[config.mk]
export PLATFORM = sky130hd
export DESIGN_NAME = omega_network_router
export DESIGN_NICKNAME = d
export VERILOG_FILES = /design/src/hdl/omr_pkg.sv /design/src/hdl/omr_switch.sv /design/src/hdl/omr_stage.sv /design/src/hdl/omr_cfg_regs.sv /design/src/hdl/omega_network_router.sv
export SDC_FILE = /design/constraint.sdc
export NUM_CORES = 1
export LEC_CHECK = 0
export CORE_MARGIN = 5
export CORE_UTILIZATION = 40
export CTS_BUF_LIST = sky130_fd_sc_hd__clkbuf_2
export DETAILED_ROUTE_END_ITERATION = 16
export DONT_BUFFER_PORTS = 1
export SETUP_SLACK_MARGIN = 0.15
export SYNTH_ARGS = -nofsm -noshare
export SYNTH_HDL_FRONTEND = slang
export SYNTH_SLANG_ARGS = --single-unit
[constraint.sdc]
create_clock -name clk -period 16.95 [get_ports clk]
set_input_delay 2.5425 -clock clk [delete_from_list [all_inputs] [get_ports clk]]
set_output_delay 2.5425 -clock clk [all_outputs]
set_load 0.05 [all_outputs]
[src/hdl/omr_pkg.sv]
// Shared types and sizing constants for the omega network router.
package omr_pkg;

  localparam int PORTS     = 8;
  localparam int PAYLOAD_W = 4;
  localparam int STAGES    = (PORTS > 1) ? $clog2(PORTS) : 1;
  localparam int HALF      = PORTS / 2;
  localparam int STG_IDX_W = (STAGES > 1) ? $clog2(STAGES) : 1;

  localparam int CFG_DATA_W = 32;
  localparam int CFG_ADDR_W = 3;

  // Register indexes on the configuration port (paddr[2]).
  localparam logic REG_HIGH_PORT_WINS = 1'b0;

  localparam logic HPW_RESET = 1'b1;

  typedef struct packed {
    logic                 valid;
    logic [STAGES-1:0]    dest;
    logic [STAGES-1:0]    src;
    logic [PAYLOAD_W-1:0] pay;
  } pkt_t;

  typedef pkt_t [PORTS-1:0] pkt_vec_t;

endpackage

[src/hdl/omr_switch.sv]
// 2x2 switch element: steers two packets by one tag bit, priority decides conflicts.
module omr_switch (
  input  logic          high_port_wins,
  input  omr_pkg::pkt_t a0,
  input  omr_pkg::pkt_t a1,
  input  logic          d0,
  input  logic          d1,
  output omr_pkg::pkt_t o0,
  output omr_pkg::pkt_t o1
);
  import omr_pkg::*;

  pkt_t win;
  pkt_t lose;
  logic wd;
  logic ld;

  always_comb begin
    win  = high_port_wins ? a1 : a0;
    lose = high_port_wins ? a0 : a1;
    wd   = high_port_wins ? d1 : d0;
    ld   = high_port_wins ? d0 : d1;
    o0   = '0;
    o1   = '0;
    if (win.valid) begin
      if (wd) o1 = win;
      else    o0 = win;
      // loser survives only if it heads to the other output
      if (lose.valid && (ld != wd)) begin
        if (ld) o1 = lose;
        else    o0 = lose;
      end
    end else if (lose.valid) begin
      if (ld) o1 = lose;
      else    o0 = lose;
    end
  end

endmodule

[src/hdl/omr_stage.sv]
// One network stage: perfect shuffle followed by a column of 2x2 switches.
module omr_stage (
  input  logic                            high_port_wins,
  input  logic [omr_pkg::STG_IDX_W-1:0]   steer_idx,
  input  omr_pkg::pkt_vec_t               pkt_i,
  output omr_pkg::pkt_vec_t               pkt_o
);
  import omr_pkg::*;

  pkt_vec_t shuf;

  always_comb begin
    shuf = pkt_i;
    for (int i = 0; i < HALF; i++) begin
      shuf[2*i]   = pkt_i[i];
      shuf[2*i+1] = pkt_i[i+HALF];
    end
  end

  genvar k;
  generate
    for (k = 0; k < HALF; k++) begin : g_sw
      omr_switch u_sw (
        .high_port_wins (high_port_wins),
        .a0             (shuf[2*k]),
        .a1             (shuf[2*k+1]),
        .d0             (shuf[2*k].dest[steer_idx]),
        .d1             (shuf[2*k+1].dest[steer_idx]),
        .o0             (pkt_o[2*k]),
        .o1             (pkt_o[2*k+1])
      );
    end
    if (PORTS % 2 != 0) begin : g_odd
      // unpaired last position passes straight through
      assign pkt_o[PORTS-1] = shuf[PORTS-1];
    end
  endgenerate

endmodule

[src/hdl/omr_cfg_regs.sv]
// APB-style configuration register file holding the switch priority select.
module omr_cfg_regs (
  input  logic                           clk,
  input  logic                           rst_n,
  input  logic                           psel,
  input  logic                           penable,
  input  logic                           pwrite,
  input  logic [omr_pkg::CFG_ADDR_W-1:0] paddr,
  input  logic [omr_pkg::CFG_DATA_W-1:0] pwdata,
  output logic [omr_pkg::CFG_DATA_W-1:0] prdata,
  output logic                           pready,
  output logic                           high_port_wins
);
  import omr_pkg::*;

  logic hpw_r;
  logic hpw_nxt;
  logic wr_en;

  assign pready = 1'b1;
  assign wr_en  = psel && penable && pwrite && pready;

  always_comb begin
    hpw_nxt = hpw_r;
    if (wr_en && (paddr[2] == REG_HIGH_PORT_WINS)) hpw_nxt = pwdata[0];
  end

  always_ff @(posedge clk) begin
    if (!rst_n) hpw_r <= HPW_RESET;
    else        hpw_r <= hpw_nxt;
  end

  always_comb begin
    prdata = '0;
    if (paddr[2] == REG_HIGH_PORT_WINS) prdata[0] = hpw_r;
  end

  assign high_port_wins = hpw_r;

endmodule

[src/hdl/omega_network_router.sv]
// Top level of the omega network router: input beat register, stages, result register.
//
// Usage:
//   A packet set (valid mask, destination tags, payloads, one slot per input
//   port) is taken on any rising edge with start high and busy low. busy is
//   held low, so a new set may enter on every cycle: throughput is one set
//   per clock.
//   The set is captured in an input register, routed through all network
//   stages in one combinational pass, and captured in the result register.
//   Through item_r and strobe_r, out_strobe is high for exactly one cycle,
//   carrying out_valid, out_sources, out_payloads and out_grant_mask.
//   Output slots with no packet read zero sources and payloads.
//   The receiver cannot stall: each result beat is shown for a single cycle.
//   The priority select (register 0 on the APB-style port, byte address 0,
//   bit 0) picks which switch input wins a conflict; the user must change
//   it only while no set is in flight, as the block does not enforce this.
//   Synchronous active-low reset empties the pipeline, drops out_strobe and
//   sets the priority select to its reset value (switch input 1 wins).
module omega_network_router (
  input  logic                                        clk,
  input  logic                                        rst_n,
  input  logic                                        start,
  output logic                                        busy,
  input  logic [omr_pkg::PORTS-1:0]                   in_valid,
  input  logic [omr_pkg::PORTS*omr_pkg::STAGES-1:0]   in_dest_tags,
  input  logic [omr_pkg::PORTS*omr_pkg::PAYLOAD_W-1:0] in_payloads,
  output logic                                        out_strobe,
  output logic [omr_pkg::PORTS-1:0]                   out_valid,
  output logic [omr_pkg::PORTS*omr_pkg::STAGES-1:0]   out_sources,
  output logic [omr_pkg::PORTS*omr_pkg::PAYLOAD_W-1:0] out_payloads,
  output logic [omr_pkg::PORTS-1:0]                   out_grant_mask,
  input  logic                                        psel,
  input  logic                                        penable,
  input  logic                                        pwrite,
  input  logic [omr_pkg::CFG_ADDR_W-1:0]              paddr,
  input  logic [omr_pkg::CFG_DATA_W-1:0]              pwdata,
  output logic [omr_pkg::CFG_DATA_W-1:0]              prdata,
  output logic                                        pready
);
  import omr_pkg::*;

  logic high_port_wins;
  logic accept;

  logic                         item_r;
  logic [PORTS-1:0]             vld_r;
  logic [PORTS*STAGES-1:0]      tags_r;
  logic [PORTS*PAYLOAD_W-1:0]   pay_r;

  logic                         strobe_r;
  logic [PORTS-1:0]             ov_r,  ov_nxt;
  logic [PORTS*STAGES-1:0]      os_r,  os_nxt;
  logic [PORTS*PAYLOAD_W-1:0]   op_r,  op_nxt;
  logic [PORTS-1:0]             gm_r,  gm_nxt;

  pkt_vec_t net [STAGES+1];

  assign busy   = 1'b0;
  assign accept = start && !busy;

  omr_cfg_regs u_cfg (
    .clk            (clk),
    .rst_n          (rst_n),
    .psel           (psel),
    .penable        (penable),
    .pwrite         (pwrite),
    .paddr          (paddr),
    .pwdata         (pwdata),
    .prdata         (prdata),
    .pready         (pready),
    .high_port_wins (high_port_wins)
  );

  always_ff @(posedge clk) begin
    if (!rst_n) item_r <= 1'b0;
    else        item_r <= accept;
  end

  always_ff @(posedge clk) begin
    if (accept) begin
      vld_r  <= in_valid;
      tags_r <= in_dest_tags;
      pay_r  <= in_payloads;
    end
  end

  always_comb begin
    for (int i = 0; i < PORTS; i++) begin
      net[0][i].valid = vld_r[i];
      net[0][i].dest  = tags_r[STAGES*i +: STAGES];
      net[0][i].src   = STAGES'(i);
      net[0][i].pay   = pay_r[PAYLOAD_W*i +: PAYLOAD_W];
    end
  end

  genvar s;
  generate
    for (s = 0; s < STAGES; s++) begin : g_stage
      omr_stage u_stage (
        .high_port_wins (high_port_wins),
        .steer_idx      (STG_IDX_W'(STAGES-1-s)),
        .pkt_i          (net[s]),
        .pkt_o          (net[s+1])
      );
    end
  endgenerate

  always_comb begin
    ov_nxt = '0;
    os_nxt = '0;
    op_nxt = '0;
    gm_nxt = '0;
    for (int j = 0; j < PORTS; j++) begin
      if (net[STAGES][j].valid) begin
        ov_nxt[j]                          = 1'b1;
        os_nxt[STAGES*j +: STAGES]         = net[STAGES][j].src;
        op_nxt[PAYLOAD_W*j +: PAYLOAD_W]   = net[STAGES][j].pay;
        gm_nxt[net[STAGES][j].src]         = 1'b1;
      end
    end
  end

  always_ff @(posedge clk) begin
    if (!rst_n) strobe_r <= 1'b0;
    else        strobe_r <= item_r;
  end

  always_ff @(posedge clk) begin
    if (item_r) begin
      ov_r <= ov_nxt;
      os_r <= os_nxt;
      op_r <= op_nxt;
      gm_r <= gm_nxt;
    end
  end

  assign out_strobe     = strobe_r;
  assign out_valid      = ov_r;
  assign out_sources    = os_r;
  assign out_payloads   = op_r;
  assign out_grant_mask = gm_r;

  // every accepted beat yields a result beat, through item_r and strobe_r
  a_beat_latency: assert property (@(posedge clk) disable iff (!rst_n)
    accept |-> ##2 out_strobe)
    else $error("result beat missing after accepted set");

  a_no_phantom: assert property (@(posedge clk) disable iff (!rst_n)
    out_strobe |-> $past(item_r))
    else $error("result beat without a set in flight");

  // one granted source per occupied output
  a_grant_count: assert property (@(posedge clk) disable iff (!rst_n)
    out_strobe |-> ($countones(out_valid) == $countones(out_grant_mask)))
    else $error("grant mask does not match occupied outputs");

  // only sources that carried a packet can be granted
  a_grant_subset: assert property (@(posedge clk) disable iff (!rst_n)
    out_strobe |-> ((out_grant_mask & ~$past(vld_r)) == '0))
    else $error("grant to an input without a packet");

endmodule

==> flow_summary.yaml <==
floorplanning:
  core_um2: 31600
  die_w_um: 189
  fp.dieArea_um2: 35600
  die_y_um: 189
  start_util_pct: 40.5
  fp-row-count: 65
  io_pins: 212
outcome:
  status: "finished, final reports clean"
clock_tree:
  cts_tree: "yes"
  clock_latency_ns: 0.85
  numCtsBuffers: 17
  cts_root_buf: "clkbuf_2"
  clk_pin_slew_ns: 0.26
  ctsResizeCount: 0
  postCtsSetupBuffers: 0
  htree_num_levels: 4
  clockBufferDepth: 2
  clock_sinks: 139
  cts_hold_buf: 0
hold_path:
  holdCritPathClass: "reg -> reg"
  worst_hold_startpoint: "item_r$_SDFF_PN0_"
placed_design:
  io_buffers: 0
  dp_cells: 1741
  routabilityCongestion: 0.981
  post-dp-hpwl_um: 34500
sta:
  grt_setup_unrepaired: "no"
  min_period_ns: 6.85
  setup_viol: 0
  clock_skew_ns: 0.0411
  fmax_ghz: 0.146
  max_slew_margin_pct: 22.2
  timing.hold.ws_ns: 0.931
  tns_ns: 0
  worstMarginPinSlew_ns: 1.16
  hold_violations: 0
  drv_slew: 0
  fin_crit_sh_pct: 40.4
detailed_routing:
  viasPerCell: 6.95
  antenna_left: 0
  dr.pass1.iters: 8
  dr.first_iter.drc_count: 1470
  num_vias: 12300
  routed_wl_um: 45300
  drc: 0
  wl_per_cell_um: 25.5
critical_path:
  crit_path_start: "u_cfg.high_port_wins$_SDFFE_PN1P_"
  crit_arrival_ns: 7.39
  path_delay_family: "compound AO/OA/AOI/OAI gates"
  cp_cell_sequence: "buf_12 > mux2i_1 > ha_1 > and3_1 > o22ai_1 > a22o_1 > and3_1 > o22ai_2 > a211oi_1 > a221oi_1 > or2_1 > a221oi_1 > nand4_1"
  worst_path_max_delay_cell: "a211oi_1"
  critPathKind: "reg -> reg"
  startpoint_type: "flop"
  cp-end-kind: "flop"
  critPathRequiredTime_ns: 17.49
  r2r_start: "u_cfg.high_port_wins$_SDFFE_PN1P_"
  crit_path_max_fanout: 163
  critPathMaxStageDelay_ns: 0.76
  path_buf_inv: 1
global_route:
  grt_pass1_vias: 11100
  grt_usage_pct: 24.5
  grt_max_degree: 164
  grt_overflow: 0
  antenna_found_initial: 1
  grt_first_pass_wirelength_um: 68300
finish:
  instances_no_fill: 1774
  area_delta_synth_final_pct: 1.71
  nFillCells: 3149
  fin_nets: 1469
  drive_gt1_share_pct: 8.75
yosys:
  netlist.area_leader.share_pct: 31.9
  ys_async_sr_fraction_pct: 0
  mappedNetlistArea_um2: 12800
  synthTopCellsByArea: "edfxtp_1 32%, a221oi_1 7.4%, nor2_1 3.6%, nand2_1 2.8%, buf_4 2.8%"
  synth-edff-count: 136
  post_synth.cell_area_avg_um2: 9.01
  ys_seq_area_share_pct: 32.4
  yosys-top-cells-count: "136 x edfxtp_1, 124 x nor2_1, 108 x a221oi_1, 96 x nand2_1, 68 x a21oi_1"
  synthCells: 1419
  ys_ff_latch: 139
  synth_top_flop_cell: "edfxtp_1"
  yosysWarnings: 0
  synth_cell_types: 114
  yosys.area.top_type: "edfxtp_1"
  yosys.cell_count.top_type: "edfxtp_1"
power_and_ir_drop:
  vdd_ir_drop_max_mv: 0.0531
  power.leakage_nw: 4.70
  power.total_mw: 1.16
  power_density_nw_per_um2: 89.4
job:
  cap_violations: 0
==> worst reg2reg max path: cells and delay by family (launching register included) <==
kind / cells / cell delay, ns
muxes: 1 / 0.64
and+or+nand+nor: 4 / 1.22
AOI/OAI and AO/OA: 6 / 3.18
buffers and inverters: 1 / 0.46
adders and majority gates: 1 / 0.45
DFF: 1 / 0.62
==> power by group <==
group          total, mW  internal, mW  leakage (nW)  switching, mW
Clock              0.222        0.0744         0.162          0.147
Combinational      0.448         0.136          3.20          0.312
Sequential         0.492         0.415          1.34         0.0774
Total               1.16         0.625          4.70          0.536
==> layout make-up <==
class | instances | area, µm² | share of cell area (%)
timing repair buffer | 5 | 50.0 | 0.385
clock inverter | 15 | 181 | 1.40
multi-input combinational | 1144 | 7840 | 60.3
tap | 402 | 503 | 3.87
sequential | 139 | 4150 | 31.9
inverter | 51 | 194 | 1.49
antenna | 1 | 2.50 | 0.0192
clock buffer | 17 | 85.1 | 0.654
==> final timing paths <==
kind                                    end  slack (ns)  depth (start not counted)
max             out_grant_mask[1]$_DFFE_PP_       10.10                         13
min reg2reg  out_payloads[18]$_SDFFCE_PP0P_        0.93                          1
min          out_payloads[18]$_SDFFCE_PP0P_        0.93                          1
max reg2reg     out_grant_mask[1]$_DFFE_PP_       10.10                         13
==> per-layer routing <==
| metal | track usage [%] | vias up | wire length [µm] |
|---|---|---|---|
| li1 | - | 5567 | - |
| met1 | 35.0 | 6043 | 20100 |
| met2 | 38.0 | 650 | 20700 |
| met3 | 4.06 | 61 | 3310 |
| met4 | 7.76 | 0 | 1250 |
| met5 | 0 | - | 0 |
==> kinds of logic after synthesis <==
kind of cell | after synthesis | synth area share, %
AO/OA/AOI/OAI | 554 | 34.7
AND/OR/NAND/NOR | 510 | 21.2
other | 2 | 0.0588
multiplexers | 40 | 3.77
XOR/XNOR | 1 | 0.0685
buffers and inverters | 167 | 7.19
adder cells (fa/ha/maj) | 6 | 0.587
flip-flops | 139 | 32.4
==> registers in the layout, indices dropped and copies added (netlist names) <==
register / cells
out_payloads: 32
u_cfg.high_port_wins: 1
out_valid: 8
out_grant_mask: 8
out_strobe: 1
item_r: 1
out_sources: 24
pay_r: 32
tags_r: 24
vld_r: 8
==> layout by cell type, fill, tap and decap left out, types with 18 or more instances in the layout <==
cell type / instances
o21ai_0: 52
a22o_1: 21
nand3_1: 46
a21oi_1: 68
a221oi_1: 108
a32oi_1: 19
nand2b_1: 22
nor2b_1: 28
and2_1: 27
nor3_1: 32
inv_1: 48
a211oi_1: 18
a22oi_1: 26
mux2i_1: 24
a31oi_1: 21
conb_1: 33
and3_1: 22
edfxtp_1: 136
nand2_1: 96
nor2_1: 124
==> stage by stage <==
step	util, %	setup slack [ns]	area, µm²
after CTS	41.2	10.37	13000
after global placement	40.3	10.58	12700
final	41.2	10.10	13000
after floorplan	-	10.74	12900
after detailed placement	40.3	10.44	12700
after global routing	41.2	9.82	13000
Note: power is estimated with default switching activity, not from simulation.
